### src/rtl/nkpg_pkg.sv
// ----------------------------------------------------------------------------
// nkpg_pkg
// Shared types and constants of the next k-permutation generator: register
// indexes, field widths and the command and status bundles that connect the
// controller to the datapath.
// ----------------------------------------------------------------------------
package nkpg_pkg;

	// Default number of indices the store can hold.
	localparam int DEF_MAX_ITEMS = 16;

	// Configuration port.
	localparam int CFG_W     = 5;
	localparam int CFG_IDX_W = 1;

	// Stream payload widths.
	localparam int IN_DATA_W  = 8;
	localparam int OUT_DATA_W = 8;
	localparam int ELEM_W     = 4;
	localparam int POS_W      = 4;

	// At most this many results follow one input transaction.
	localparam int RESULT_LIMIT = 16;

	// Register reset values.
	localparam logic [CFG_W-1:0] ITEM_COUNT_RST    = 5'd16;
	localparam logic [CFG_W-1:0] PREFIX_LENGTH_RST = 5'd16;

	// Register indexes.
	typedef enum logic [CFG_IDX_W-1:0] {
		REG_ITEM_COUNT    = 1'b0,
		REG_PREFIX_LENGTH = 1'b1
	} cfg_reg_t;

	// Commands from the controller to the datapath.
	typedef struct packed {
		logic start;    // Latch the run's sizes and clear the value mask.
		logic restart;  // Together with start: reload the identity.
		logic sfx_rd;   // Read the next suffix entry into the value mask.
		logic sfx_end;  // Suffix done; point at the last prefix position.
		logic piv_rd;   // Read the pivot candidate.
		logic piv_cmp;  // Compare the candidate against its right neighbor.
		logic succ;     // Step the successor value search.
		logic wr_asc;   // Write the remaining values in ascending order.
		logic wr_desc;  // Write all values in descending order.
		logic emit_rd;  // Read the next prefix entry for output.
		logic emit_ld;  // Load a prefix result into the output register.
		logic exh_ld;   // Load the exhausted result into the output register.
	} cmd_t;

	// Status from the datapath to the controller.
	typedef struct packed {
		logic m_lt_n;     // The requested prefix is shorter than the item count.
		logic sfx_last;   // The suffix read pointer is at the last entry.
		logic piv_found;  // The candidate is smaller than its right neighbor.
		logic piv_first;  // The candidate is at position zero.
		logic succ_hit;   // The search value is present in the mask.
		logic wr_done;    // The write pointer has reached the item count.
		logic last_pos;   // The emit pointer is at the last prefix position.
		logic out_free;   // The output register can take a result.
	} sts_t;

endpackage

### src/rtl/nkpg_store.sv
// ----------------------------------------------------------------------------
// nkpg_store
// Permutation store: one write port and one registered read port. A valid
// bit per entry lets a clear of all valid bits bring back the identity,
// since an entry not written since the clear reads as its own address.
// ----------------------------------------------------------------------------
module nkpg_store #(
	parameter int DEPTH = 16,
	parameter int AW    = 4
) (
	input  logic          clk,
	input  logic          arst_n,
	input  logic          clr,
	input  logic          rd_en,
	input  logic [AW-1:0] rd_addr,
	output logic [AW-1:0] rd_data,
	input  logic          wr_en,
	input  logic [AW-1:0] wr_addr,
	input  logic [AW-1:0] wr_data
);

	logic [AW-1:0]    mem_q [DEPTH];
	logic [DEPTH-1:0] vld_q;
	logic [AW-1:0]    rd_q;

	// Valid bits: cleared by reset or restart, set by a write.
	always_ff @(posedge clk or negedge arst_n) begin
		if (!arst_n) begin
			vld_q <= '0;
		end else if (clr) begin
			vld_q <= '0;
		end else if (wr_en) begin
			vld_q[wr_addr] <= 1'b1;
		end
	end

	// Storage array and registered read.
	always_ff @(posedge clk) begin
		if (wr_en) begin
			mem_q[wr_addr] <= wr_data;
		end
		if (rd_en) begin
			rd_q <= vld_q[rd_addr] ? mem_q[rd_addr] : rd_addr;
		end
	end

	assign rd_data = rd_q;

endmodule

### src/rtl/nkpg_dp.sv
// ----------------------------------------------------------------------------
// nkpg_dp
// Datapath: size clamping, the permutation store, a bit mask of the values
// held in the tail of the arrangement, the scan pointers and the output
// register. Sorting is done by sweeping the mask, since the stored values
// are always distinct.
// ----------------------------------------------------------------------------
module nkpg_dp
	import nkpg_pkg::*;
#(
	parameter int MAX_ITEMS = DEF_MAX_ITEMS
) (
	input  logic                  clk,
	input  logic                  arst_n,
	input  cmd_t                  cmd,
	output sts_t                  sts,
	input  logic [CFG_W-1:0]      item_count,
	input  logic [CFG_W-1:0]      prefix_length,
	output logic                  m_tvalid,
	input  logic                  m_tready,
	output logic [OUT_DATA_W-1:0] m_tdata,
	output logic                  m_tlast,
	output logic [0:0]            m_tuser
);

	localparam int AW    = $clog2(MAX_ITEMS);
	localparam int CNT_W = $clog2(MAX_ITEMS + 1);
	localparam int CMP_W = (CNT_W > CFG_W) ? CNT_W : CFG_W;
	localparam logic [MAX_ITEMS-1:0] ONE = MAX_ITEMS'(1);

	// Clamped sizes for the next run.
	logic [CMP_W-1:0] ic_w;
	logic [CMP_W-1:0] pl_w;
	logic [CMP_W-1:0] lim_w;
	logic [CNT_W-1:0] n_eff;
	logic [CNT_W-1:0] m_eff;

	// Run state.
	logic [CNT_W-1:0]     n_q;
	logic [CNT_W-1:0]     m_q;
	logic [CNT_W-1:0]     ptr_q;
	logic [CNT_W-1:0]     val_q;
	logic [MAX_ITEMS-1:0] mask_q;
	logic [AW-1:0]        prev_q;
	logic                 has_prev_q;
	logic [AW-1:0]        pv_q;
	logic [AW-1:0]        jpos_q;
	logic                 sfx_vld_q;

	// Output register.
	logic              out_vld_q;
	logic [ELEM_W-1:0] out_elem_q;
	logic [POS_W-1:0]  out_pos_q;
	logic              out_last_q;
	logic              out_exh_q;

	// Store port signals.
	logic          st_rd_en;
	logic [AW-1:0] st_rd_data;
	logic          st_wr_en;
	logic [AW-1:0] st_wr_addr;
	logic [AW-1:0] val_idx;
	logic          mask_hit;

	// Clamp item count to 1..MAX_ITEMS and the prefix to 1..min(n, limit).
	always_comb begin
		ic_w = CMP_W'(item_count);
		pl_w = CMP_W'(prefix_length);
		if (ic_w == '0) begin
			n_eff = CNT_W'(1);
		end else if (ic_w > CMP_W'(MAX_ITEMS)) begin
			n_eff = CNT_W'(MAX_ITEMS);
		end else begin
			n_eff = ic_w[CNT_W-1:0];
		end
		lim_w = (CMP_W'(n_eff) < CMP_W'(RESULT_LIMIT)) ? CMP_W'(n_eff)
			: CMP_W'(RESULT_LIMIT);
		if (pl_w == '0) begin
			m_eff = CNT_W'(1);
		end else if (pl_w > lim_w) begin
			m_eff = lim_w[CNT_W-1:0];
		end else begin
			m_eff = pl_w[CNT_W-1:0];
		end
	end

	assign val_idx  = val_q[AW-1:0];
	assign mask_hit = mask_q[val_idx];

	// Status toward the controller.
	always_comb begin
		sts.m_lt_n    = (m_eff < n_eff);
		sts.sfx_last  = (ptr_q == n_q - CNT_W'(1));
		sts.piv_found = has_prev_q && (st_rd_data < prev_q);
		sts.piv_first = (ptr_q == '0);
		sts.succ_hit  = mask_hit;
		sts.wr_done   = (ptr_q == n_q);
		sts.last_pos  = (ptr_q == m_q - CNT_W'(1));
		sts.out_free  = !out_vld_q || m_tready;
	end

	// Store access: all reads and sequential writes go through ptr_q.
	assign st_rd_en   = cmd.sfx_rd || cmd.piv_rd || cmd.emit_rd;
	assign st_wr_en   = (cmd.succ && mask_hit)
		|| ((cmd.wr_asc || cmd.wr_desc) && !sts.wr_done && mask_hit);
	assign st_wr_addr = cmd.succ ? jpos_q : ptr_q[AW-1:0];

	nkpg_store #(
		.DEPTH(MAX_ITEMS),
		.AW   (AW)
	) u_store (
		.clk    (clk),
		.arst_n (arst_n),
		.clr    (cmd.start && cmd.restart),
		.rd_en  (st_rd_en),
		.rd_addr(ptr_q[AW-1:0]),
		.rd_data(st_rd_data),
		.wr_en  (st_wr_en),
		.wr_addr(st_wr_addr),
		.wr_data(val_idx)
	);

	// Marks a suffix read whose data arrives in the next cycle.
	always_ff @(posedge clk or negedge arst_n) begin
		if (!arst_n) begin
			sfx_vld_q <= 1'b0;
		end else begin
			sfx_vld_q <= cmd.sfx_rd;
		end
	end

	// Scan pointers, value mask and pivot bookkeeping.
	always_ff @(posedge clk) begin
		if (cmd.start) begin
			n_q        <= n_eff;
			m_q        <= m_eff;
			mask_q     <= '0;
			has_prev_q <= 1'b0;
			ptr_q      <= cmd.restart ? '0 : m_eff;
		end else begin
			// Gather the suffix values; prev_q ends as their maximum.
			if (sfx_vld_q) begin
				mask_q <= mask_q | (ONE << st_rd_data);
				if (!has_prev_q || (st_rd_data > prev_q)) begin
					prev_q <= st_rd_data;
				end
				has_prev_q <= 1'b1;
			end
			if (cmd.sfx_rd) begin
				ptr_q <= ptr_q + CNT_W'(1);
			end
			if (cmd.sfx_end) begin
				ptr_q <= m_q - CNT_W'(1);
			end
			// Walk left until an entry is smaller than its right neighbor.
			if (cmd.piv_cmp) begin
				if (sts.piv_found) begin
					pv_q   <= st_rd_data;
					jpos_q <= ptr_q[AW-1:0];
					val_q  <= CNT_W'(st_rd_data) + CNT_W'(1);
				end else begin
					mask_q     <= mask_q | (ONE << st_rd_data);
					prev_q     <= st_rd_data;
					has_prev_q <= 1'b1;
					if (sts.piv_first) begin
						val_q <= CNT_W'(MAX_ITEMS - 1);
					end else begin
						ptr_q <= ptr_q - CNT_W'(1);
					end
				end
			end
			// Smallest tail value above the pivot replaces the pivot.
			if (cmd.succ) begin
				if (mask_hit) begin
					mask_q <= (mask_q & ~(ONE << val_idx)) | (ONE << pv_q);
					ptr_q  <= CNT_W'(jpos_q) + CNT_W'(1);
					val_q  <= '0;
				end else begin
					val_q <= val_q + CNT_W'(1);
				end
			end
			// Lay the tail out in ascending order, then rewind for output.
			if (cmd.wr_asc) begin
				if (!sts.wr_done) begin
					if (mask_hit) begin
						ptr_q <= ptr_q + CNT_W'(1);
					end
					val_q <= val_q + CNT_W'(1);
				end else begin
					ptr_q <= '0;
				end
			end
			// No successor: the whole arrangement in descending order.
			if (cmd.wr_desc && !sts.wr_done) begin
				if (mask_hit) begin
					ptr_q <= ptr_q + CNT_W'(1);
				end
				val_q <= val_q - CNT_W'(1);
			end
			if (cmd.emit_ld && sts.out_free) begin
				ptr_q <= ptr_q + CNT_W'(1);
			end
		end
	end

	// Output register valid.
	always_ff @(posedge clk or negedge arst_n) begin
		if (!arst_n) begin
			out_vld_q <= 1'b0;
		end else if ((cmd.emit_ld || cmd.exh_ld) && sts.out_free) begin
			out_vld_q <= 1'b1;
		end else if (m_tready) begin
			out_vld_q <= 1'b0;
		end
	end

	// Output register payload.
	always_ff @(posedge clk) begin
		if (cmd.emit_ld && sts.out_free) begin
			out_elem_q <= ELEM_W'(st_rd_data);
			out_pos_q  <= POS_W'(ptr_q);
			out_last_q <= sts.last_pos;
			out_exh_q  <= 1'b0;
		end else if (cmd.exh_ld && sts.out_free) begin
			out_elem_q <= '0;
			out_pos_q  <= '0;
			out_last_q <= 1'b1;
			out_exh_q  <= 1'b1;
		end
	end

	assign m_tvalid   = out_vld_q;
	assign m_tdata    = {out_pos_q, out_elem_q};
	assign m_tlast    = out_last_q;
	assign m_tuser[0] = out_exh_q;

endmodule

### src/rtl/nkpg_ctrl.sv
// ----------------------------------------------------------------------------
// nkpg_ctrl
// Controller: sequences suffix gathering, pivot search, successor search,
// rewrite sweeps and result emission for one input transaction at a time.
// ----------------------------------------------------------------------------
module nkpg_ctrl
	import nkpg_pkg::*;
(
	input  logic clk,
	input  logic arst_n,
	input  logic s_tvalid,
	output logic s_tready,
	input  logic restart,
	input  sts_t sts,
	output cmd_t cmd
);

	typedef enum logic [3:0] {
		ST_IDLE,
		ST_SFX,
		ST_SFX_END,
		ST_PIV_RD,
		ST_PIV_CMP,
		ST_SUCC,
		ST_WR_ASC,
		ST_WR_DESC,
		ST_EMIT_RD,
		ST_EMIT_LD,
		ST_EXH_LD
	} state_t;

	state_t state_q;
	state_t state_d;

	assign s_tready = (state_q == ST_IDLE);

	// Commands and next state.
	always_comb begin
		cmd     = '0;
		state_d = state_q;
		case (state_q)
			ST_IDLE: begin
				if (s_tvalid) begin
					cmd.start   = 1'b1;
					cmd.restart = restart;
					if (restart) begin
						state_d = ST_EMIT_RD;
					end else if (sts.m_lt_n) begin
						state_d = ST_SFX;
					end else begin
						state_d = ST_SFX_END;
					end
				end
			end
			ST_SFX: begin
				cmd.sfx_rd = 1'b1;
				if (sts.sfx_last) begin
					state_d = ST_SFX_END;
				end
			end
			ST_SFX_END: begin
				cmd.sfx_end = 1'b1;
				state_d     = ST_PIV_RD;
			end
			ST_PIV_RD: begin
				cmd.piv_rd = 1'b1;
				state_d    = ST_PIV_CMP;
			end
			ST_PIV_CMP: begin
				cmd.piv_cmp = 1'b1;
				if (sts.piv_found) begin
					state_d = ST_SUCC;
				end else if (sts.piv_first) begin
					state_d = ST_WR_DESC;
				end else begin
					state_d = ST_PIV_RD;
				end
			end
			ST_SUCC: begin
				cmd.succ = 1'b1;
				if (sts.succ_hit) begin
					state_d = ST_WR_ASC;
				end
			end
			ST_WR_ASC: begin
				cmd.wr_asc = 1'b1;
				if (sts.wr_done) begin
					state_d = ST_EMIT_RD;
				end
			end
			ST_WR_DESC: begin
				cmd.wr_desc = 1'b1;
				if (sts.wr_done) begin
					state_d = ST_EXH_LD;
				end
			end
			ST_EMIT_RD: begin
				cmd.emit_rd = 1'b1;
				state_d     = ST_EMIT_LD;
			end
			ST_EMIT_LD: begin
				cmd.emit_ld = 1'b1;
				if (sts.out_free) begin
					state_d = sts.last_pos ? ST_IDLE : ST_EMIT_RD;
				end
			end
			ST_EXH_LD: begin
				cmd.exh_ld = 1'b1;
				if (sts.out_free) begin
					state_d = ST_IDLE;
				end
			end
			default: begin
				state_d = ST_IDLE;
			end
		endcase
	end

	// State register.
	always_ff @(posedge clk or negedge arst_n) begin
		if (!arst_n) begin
			state_q <= ST_IDLE;
		end else begin
			state_q <= state_d;
		end
	end

endmodule

### src/rtl/next_k_permutation_generator.sv
// ----------------------------------------------------------------------------
// next_k_permutation_generator
// Keeps an arrangement of item_count indices, the identity after reset. An
// input transaction with restart set reloads the identity and emits its
// first prefix_length entries; one with restart clear moves to the next
// arrangement whose prefix differs and emits that prefix, or emits one
// result flagged exhausted in tuser when none is left. Items are handled one
// at a time, and the block takes the next one while the last result still
// waits in the output register. An advance gathers the tail, walks left to
// find the pivot, steps the successor search one value at a time, rewrites
// the tail in ascending order and emits the prefix. Each sweep over the
// value mask visits at most MAX_ITEMS values. Each emitted result is read
// from the single read port of the permutation store and then loaded into
// the output register. Register writes take effect at the next input
// transaction.
// ----------------------------------------------------------------------------
module next_k_permutation_generator
	import nkpg_pkg::*;
#(
	parameter int MAX_ITEMS = DEF_MAX_ITEMS
) (
	input  logic                  clk,
	input  logic                  arst_n,
	// Configuration writes.
	input  logic                  cfg_we,
	input  logic [CFG_IDX_W-1:0]  cfg_index,
	input  logic [CFG_W-1:0]      cfg_wdata,
	// Input stream.
	input  logic                  s_tvalid,
	output logic                  s_tready,
	input  logic [IN_DATA_W-1:0]  s_tdata,   // [0] restart, [7:1] zero
	// Result stream.
	output logic                  m_tvalid,
	input  logic                  m_tready,
	output logic [OUT_DATA_W-1:0] m_tdata,   // [3:0] element, [7:4] position
	output logic                  m_tlast,
	output logic [0:0]            m_tuser    // [0] exhausted
);

	logic [CFG_W-1:0] item_count_q;
	logic [CFG_W-1:0] prefix_length_q;
	cmd_t             cmd;
	sts_t             sts;

	// Configuration registers.
	always_ff @(posedge clk or negedge arst_n) begin
		if (!arst_n) begin
			item_count_q    <= ITEM_COUNT_RST;
			prefix_length_q <= PREFIX_LENGTH_RST;
		end else if (cfg_we) begin
			case (cfg_reg_t'(cfg_index))
				REG_ITEM_COUNT:    item_count_q    <= cfg_wdata;
				REG_PREFIX_LENGTH: prefix_length_q <= cfg_wdata;
				default: begin
				end
			endcase
		end
	end

	nkpg_ctrl u_ctrl (
		.clk     (clk),
		.arst_n  (arst_n),
		.s_tvalid(s_tvalid),
		.s_tready(s_tready),
		.restart (s_tdata[0]),
		.sts     (sts),
		.cmd     (cmd)
	);

	nkpg_dp #(
		.MAX_ITEMS(MAX_ITEMS)
	) u_dp (
		.clk          (clk),
		.arst_n       (arst_n),
		.cmd          (cmd),
		.sts          (sts),
		.item_count   (item_count_q),
		.prefix_length(prefix_length_q),
		.m_tvalid     (m_tvalid),
		.m_tready     (m_tready),
		.m_tdata      (m_tdata),
		.m_tlast      (m_tlast),
		.m_tuser      (m_tuser)
	);

	// The controller issues at most one command at a time.
	assert property (@(posedge clk) disable iff (!arst_n)
		$onehot0({cmd.start, cmd.sfx_rd, cmd.sfx_end, cmd.piv_rd, cmd.piv_cmp,
			cmd.succ, cmd.wr_asc, cmd.wr_desc, cmd.emit_rd, cmd.emit_ld, cmd.exh_ld}))
		else $error("more than one datapath command active");

	// An accepted transaction keeps the input side busy in the next cycle.
	assert property (@(posedge clk) disable iff (!arst_n)
		s_tvalid && s_tready |=> !s_tready)
		else $error("input accepted twice in a row");

	// A result loaded into a free output register is offered next cycle.
	assert property (@(posedge clk) disable iff (!arst_n)
		(cmd.emit_ld || cmd.exh_ld) && sts.out_free |=> m_tvalid)
		else $error("loaded result not offered");

	// The exhausted result stands alone and carries zero data.
	assert property (@(posedge clk) disable iff (!arst_n)
		m_tvalid && m_tuser[0] |-> m_tlast && (m_tdata == '0))
		else $error("malformed exhausted result");

endmodule
### config.mk
export PLATFORM = sky130hd
export DESIGN_NAME = next_k_permutation_generator
export DESIGN_NICKNAME = d
export VERILOG_FILES = /design/src/rtl/nkpg_pkg.sv /design/src/rtl/nkpg_store.sv /design/src/rtl/nkpg_dp.sv /design/src/rtl/nkpg_ctrl.sv /design/src/rtl/next_k_permutation_generator.sv
export SDC_FILE = /design/constraint.sdc
export NUM_CORES = 1
export LEC_CHECK = 0
export BUFFER_PORTS_ARGS = -buffer_cell sky130_fd_sc_hd__clkbuf_2
export CORE_MARGIN = 2
export CORE_UTILIZATION = 55
export CTS_CLUSTER_SIZE = 14
export DETAILED_ROUTE_END_ITERATION = 8
export GPL_ROUTABILITY_DRIVEN = 1
export PLACE_DENSITY = 0.72
export SETUP_SLACK_MARGIN = 0.15
export SYNTH_ARGS = -nofsm -noshare
export SYNTH_HDL_FRONTEND = slang
export SYNTH_SLANG_ARGS = --single-unit
### constraint.sdc
create_clock -name clk -period 6.55 [get_ports clk]
set_clock_uncertainty 0.05 [all_clocks]
set_input_delay 0.3275 -clock clk [delete_from_list [all_inputs] [get_ports clk]]
set_output_delay 0.3275 -clock clk [all_outputs]
set_load 0.05 [all_outputs]
==> reports/qor.log <==
INFO  setup_path     crit_fanout=7
INFO  flow_run       maxCapViolations=0
INFO  setup_path     crit_path_start=item_count_q[4]
INFO  clocking       clkLatencyLatePin=0.43ns
INFO  place          hpwl=13800um
INFO  timing         setup-violations-final=0
INFO  synthesis      leading_area_contributor_after_synthesis=sky130_fd_sc_hd__edfxtp_1
INFO  timing         fin_crit_sh=0.626
INFO  setup_path     timing.critical_path.required=6.82ns
INFO  synthesis      postSynthAreaPerCell=11.7um^2
INFO  synthesis      synth.net_count=796
INFO  power          p_leak=3.58nW
INFO  hold_path      hold_path.class=primary input to register
INFO  clocking       ctsHoldBuffers=1
INFO  place          gp_congestion=0.912
INFO  synthesis      netlist_top_cells_area=sky130_fd_sc_hd__edfxtp_1 36%, sky130_fd_sc_hd__dfrtp_1 8.6%, sky130_fd_sc_hd__mux4_2 6.5%, sky130_fd_sc_hd__dfxtp_1 5.3%, sky130_fd_sc_hd__ha_1 4.5%
INFO  status         run_status=finished, final reports clean
INFO  clocking       inserted_clock_buffers=17
INFO  setup_path     timing.critical_path.arrival=4.37ns
INFO  routing        initialDrtViolationCount=718
INFO  setup_path     worst_setup_path_end_kind=register
INFO  clocking       path_clk_slew=0.07ns
INFO  routing        total_routed_wire_length_on_the_met1_layer=8740um
INFO  layout         layout.core_utilization=0.620
INFO  clocking       cts_resized=0
INFO  floorplanning  die_width=130um
INFO  global_route   grt_pass1_wl=32100um
INFO  timing         final_max_slew_viols=0
INFO  floorplanning  io-pin-count=31
INFO  timing         tightestPinTransition=1.19ns
INFO  layout         number_of_filler_instances_in_the_final_layout=1210
INFO  clocking       cts_setup_buffers=0
INFO  routing        top_layer=met4
INFO  timing         maxSlewHeadroom=0.198
INFO  timing         maxClockFrequency=0.244GHz
INFO  setup_path     worstSetupPathType=register to register
INFO  routing        met2RoutedLength=9630um
INFO  timing         finalSetupTns=0ns
INFO  clocking       h-tree-depth=4
INFO  layout         seqCellArea=0.00436mm^2
INFO  setup_path     crit-reg2reg-launch=item_count_q[4]
INFO  setup_path     timing.reg2reg.setup_slack=2.45ns
INFO  routing        total_met3_wirelength_after_detailed_routing=1250um
INFO  clocking       cts.sink_count=158
INFO  timing         rsz0062_at_grt=false
INFO  hold_path      worstHoldPathCells=3
INFO  power          power-per-cell-area=472mW/mm^2
INFO  global_route   global_route.usage.total=0.252
INFO  hold_path      min_to=item_count_q[4]
INFO  layout         drive_above_1_share=0.171
INFO  synthesis      synthCells=746
INFO  synthesis      synth_seq_area_share=0.501
INFO  global_route   number_of_global_route_vias_before_repair=6045
INFO  floorplanning  dieArea=0.0168mm^2
INFO  floorplanning  die_y=130um
INFO  global_route   grt_max_degree=34
INFO  floorplanning  start_util=0.568
INFO  floorplanning  rows=45
INFO  synthesis      ys_seq_elements=158
INFO  timing         finalHoldViolCount=0
INFO  synthesis      yosysUniqueCellTypes=84
INFO  routing        dr.pass1.iters=5
INFO  synthesis      yosysWarningCount=0
INFO  routing        drt_drc_violations_left=0
INFO  routing        routed-via-count=6224
INFO  synthesis      syn-cell-area=0.00870mm^2
INFO  synthesis      synthFlopType=sky130_fd_sc_hd__edfxtp_1
INFO  power          max-vdd-ir-drop=331uV
INFO  routing        drt-total-wl=19900um
INFO  routing        detail_route.wl_per_cell=20.4um
INFO  layout         syn2layout_area_growth=9.11%
INFO  setup_path     rr_endpoint=u_ctrl.state_q[1]
INFO  floorplanning  placeableCoreArea=0.0153mm^2
INFO  setup_path     r2r_cells=14
INFO  synthesis      synth_async_sr_flop_share=0.203
INFO  clocking       clk_root_buffer_cell=sky130_fd_sc_hd__clkbuf_16
INFO  hold_path      min_from=cfg_wdata[4]
INFO  global_route   number_of_antenna_violations_at_the_first_check_in_global_routing=0
INFO  layout         multi_input_area=0.00398mm^2
INFO  setup_path     startpoint_type=register
INFO  place          port-buffer-count=23
INFO  clocking       cts-root-to-sink-buffers=2
INFO  timing         final_period_minus_worst_setup_slack=4.10ns
INFO  layout         antenna_cells=0
INFO  global_route   overflow=0
INFO  synthesis      synth_largest_type_area_fraction=0.356
INFO  layout         num-nets-final=804
INFO  routing        drtAntennaViolNets=0
INFO  routing        drt-vias-per-instance=6.36
INFO  synthesis      synth-edff-count=103
INFO  clocking       cts_tree=built
## cell usage after synthesis, types with 16 or more instances
cell                       count
sky130_fd_sc_hd__edfxtp_1    103
sky130_fd_sc_hd__nand2_1      56
sky130_fd_sc_hd__inv_1        36
sky130_fd_sc_hd__nor2_1       36
sky130_fd_sc_hd__o21ai_0      32
sky130_fd_sc_hd__ha_1         31
sky130_fd_sc_hd__dfrtp_1      30
sky130_fd_sc_hd__nand3_1      28
sky130_fd_sc_hd__mux4_2       25
sky130_fd_sc_hd__dfxtp_1      23
sky130_fd_sc_hd__a21oi_1      22
sky130_fd_sc_hd__mux2_2       22
sky130_fd_sc_hd__nand4_1      18
sky130_fd_sc_hd__xnor2_1      17
sky130_fd_sc_hd__a21o_1       16
## per-stage QoR
| stage | instance area (um^2) | hold slack, ns | instances | setup slack (ns) | power (W) |
|---|---|---|---|---|---|
| 2_1_floorplan | 8700 | -0.0181 | 746 | 2.52 | 0.00304 |
| 3_3_place_gp | 8900 | 0.405 | 945 | 2.57 | 0.00344 |
| 3_5_place_dp | 8900 | 0.414 | 945 | 2.51 | 0.00349 |
| 4_1_cts | 9490 | 0.0595 | 978 | 2.46 | 0.00446 |
| 5_1_grt | 9490 | 0.0694 | 978 | 2.18 | 0.00474 |
| 6_report | 9490 | 0.0662 | 978 | 2.45 | 0.00448 |
## where the power goes
part           switching [W]  internal, W  leakage [nW]
registers           0.000326      0.00136          1.55
clock network       0.000434     0.000532         0.291
logic                0.00109     0.000738          1.74
## flip-flops by register name (all words and copies together) (netlist names)
signal and count:
u_dp.ptr_q 5, u_dp.m_q 5, u_dp.u_store.vld_q 16, u_dp.m_tuser 1, u_dp.has_prev_q 1, u_dp.jpos_q 4, u_dp.n_q 5, u_ctrl.state_q 4
u_dp.val_q 4, prefix_length_q 5, u_dp.out_elem_q 4, u_dp.m_tlast 1, item_count_q 5, u_dp.u_store.rd_data 4, u_dp.mask_q 16, u_dp.m_tvalid 1
u_dp.u_store.mem_q 64, u_dp.pv_q 4, u_dp.out_pos_q 4, u_dp.prev_q 4, u_dp.sfx_vld_q 1
## per-layer routing
layer  vias to the layer above  GRT usage
met5                         -          0
met3                        32     0.0644
met1                      3093      0.343
met2                       227      0.402
met4                         0     0.0810
li1                       2872          -
## layout make-up
cell class | count | share of cell area
inverters | 38 | 0.0150
well taps | 211 | 0.0278
flip-flops and latches | 158 | 0.459
clock inverters | 13 | 0.0117
repair buffers | 30 | 0.0179
multi-input cells | 509 | 0.419
clock buffers | 19 | 0.0489
## placed cells by master (no fill, tap or decap), types with 5 or more instances in the layout
cell,netlist,routed
sky130_fd_sc_hd__edfxtp_1,103,103
sky130_fd_sc_hd__nand2_1,56,56
sky130_fd_sc_hd__inv_1,36,36
sky130_fd_sc_hd__nor2_1,36,36
sky130_fd_sc_hd__o21ai_0,32,32
sky130_fd_sc_hd__ha_1,31,31
sky130_fd_sc_hd__dfrtp_1,30,30
sky130_fd_sc_hd__nand3_1,28,28
sky130_fd_sc_hd__mux4_2,25,25
sky130_fd_sc_hd__clkbuf_2,0,23
sky130_fd_sc_hd__mux2_2,22,22
sky130_fd_sc_hd__a21oi_1,22,22
sky130_fd_sc_hd__dfxtp_1,23,22
sky130_fd_sc_hd__nand4_1,18,18
sky130_fd_sc_hd__clkbuf_16,0,18
sky130_fd_sc_hd__xnor2_1,17,17
sky130_fd_sc_hd__a21o_1,16,16
sky130_fd_sc_hd__nor3_1,14,14
sky130_fd_sc_hd__nor4_1,13,13
sky130_fd_sc_hd__a31oi_1,12,12
sky130_fd_sc_hd__nor2b_1,11,11
sky130_fd_sc_hd__xor2_1,11,11
sky130_fd_sc_hd__o211ai_1,11,11
sky130_fd_sc_hd__nand2b_1,10,10
sky130_fd_sc_hd__mux2i_1,8,8
sky130_fd_sc_hd__and2_1,7,7
sky130_fd_sc_hd__nand3b_1,7,7
sky130_fd_sc_hd__a211oi_1,6,6
sky130_fd_sc_hd__o22ai_1,6,6
sky130_fd_sc_hd__inv_6,0,6
sky130_fd_sc_hd__buf_4,6,6
sky130_fd_sc_hd__o21a_1,5,5
sky130_fd_sc_hd__o221ai_1,5,5
sky130_fd_sc_hd__a32oi_1,5,5
## cells by family after synthesis
family | after synthesis | share of synthesized area
simple gates | 229 | 0.146
compound gates | 166 | 0.136
flops | 158 | 0.501
mux | 55 | 0.102
xor+xnor | 28 | 0.0282
buf+inv | 79 | 0.0423
fa+ha+maj | 31 | 0.0446
## worst max-delay path, cell delays in order, from the launching register on
cell,delay (ns)
sky130_fd_sc_hd__dfstp_2,0.59
sky130_fd_sc_hd__inv_1,0.11
sky130_fd_sc_hd__nand2_1,0.14
sky130_fd_sc_hd__ha_1,0.26
sky130_fd_sc_hd__a211oi_1,0.21
sky130_fd_sc_hd__nor2_1,0.09
sky130_fd_sc_hd__o32ai_2,0.54
sky130_fd_sc_hd__mux2_2,0.45
sky130_fd_sc_hd__ha_1,0.33
sky130_fd_sc_hd__a21o_1,0.18
sky130_fd_sc_hd__a21oi_1,0.14
sky130_fd_sc_hd__nor2b_1,0.10
sky130_fd_sc_hd__a2111oi_0,0.40
sky130_fd_sc_hd__a21oi_1,0.12
sky130_fd_sc_hd__mux2_2,0.27
## worst max path at each step
| stage | endpoint | depth (start not counted) |
|---|---|---|
| after floorplan | u_dp.m_q[0] | 5 |
| after global placement | u_ctrl.state_q[1] | 14 |
| after detailed placement | u_ctrl.state_q[1] | 14 |
| after CTS | u_ctrl.state_q[1] | 14 |
| after global routing | u_ctrl.state_q[1] | 14 |
| final | u_ctrl.state_q[1] | 14 |
No activity file was read; power rests on OpenSTA's default activity.
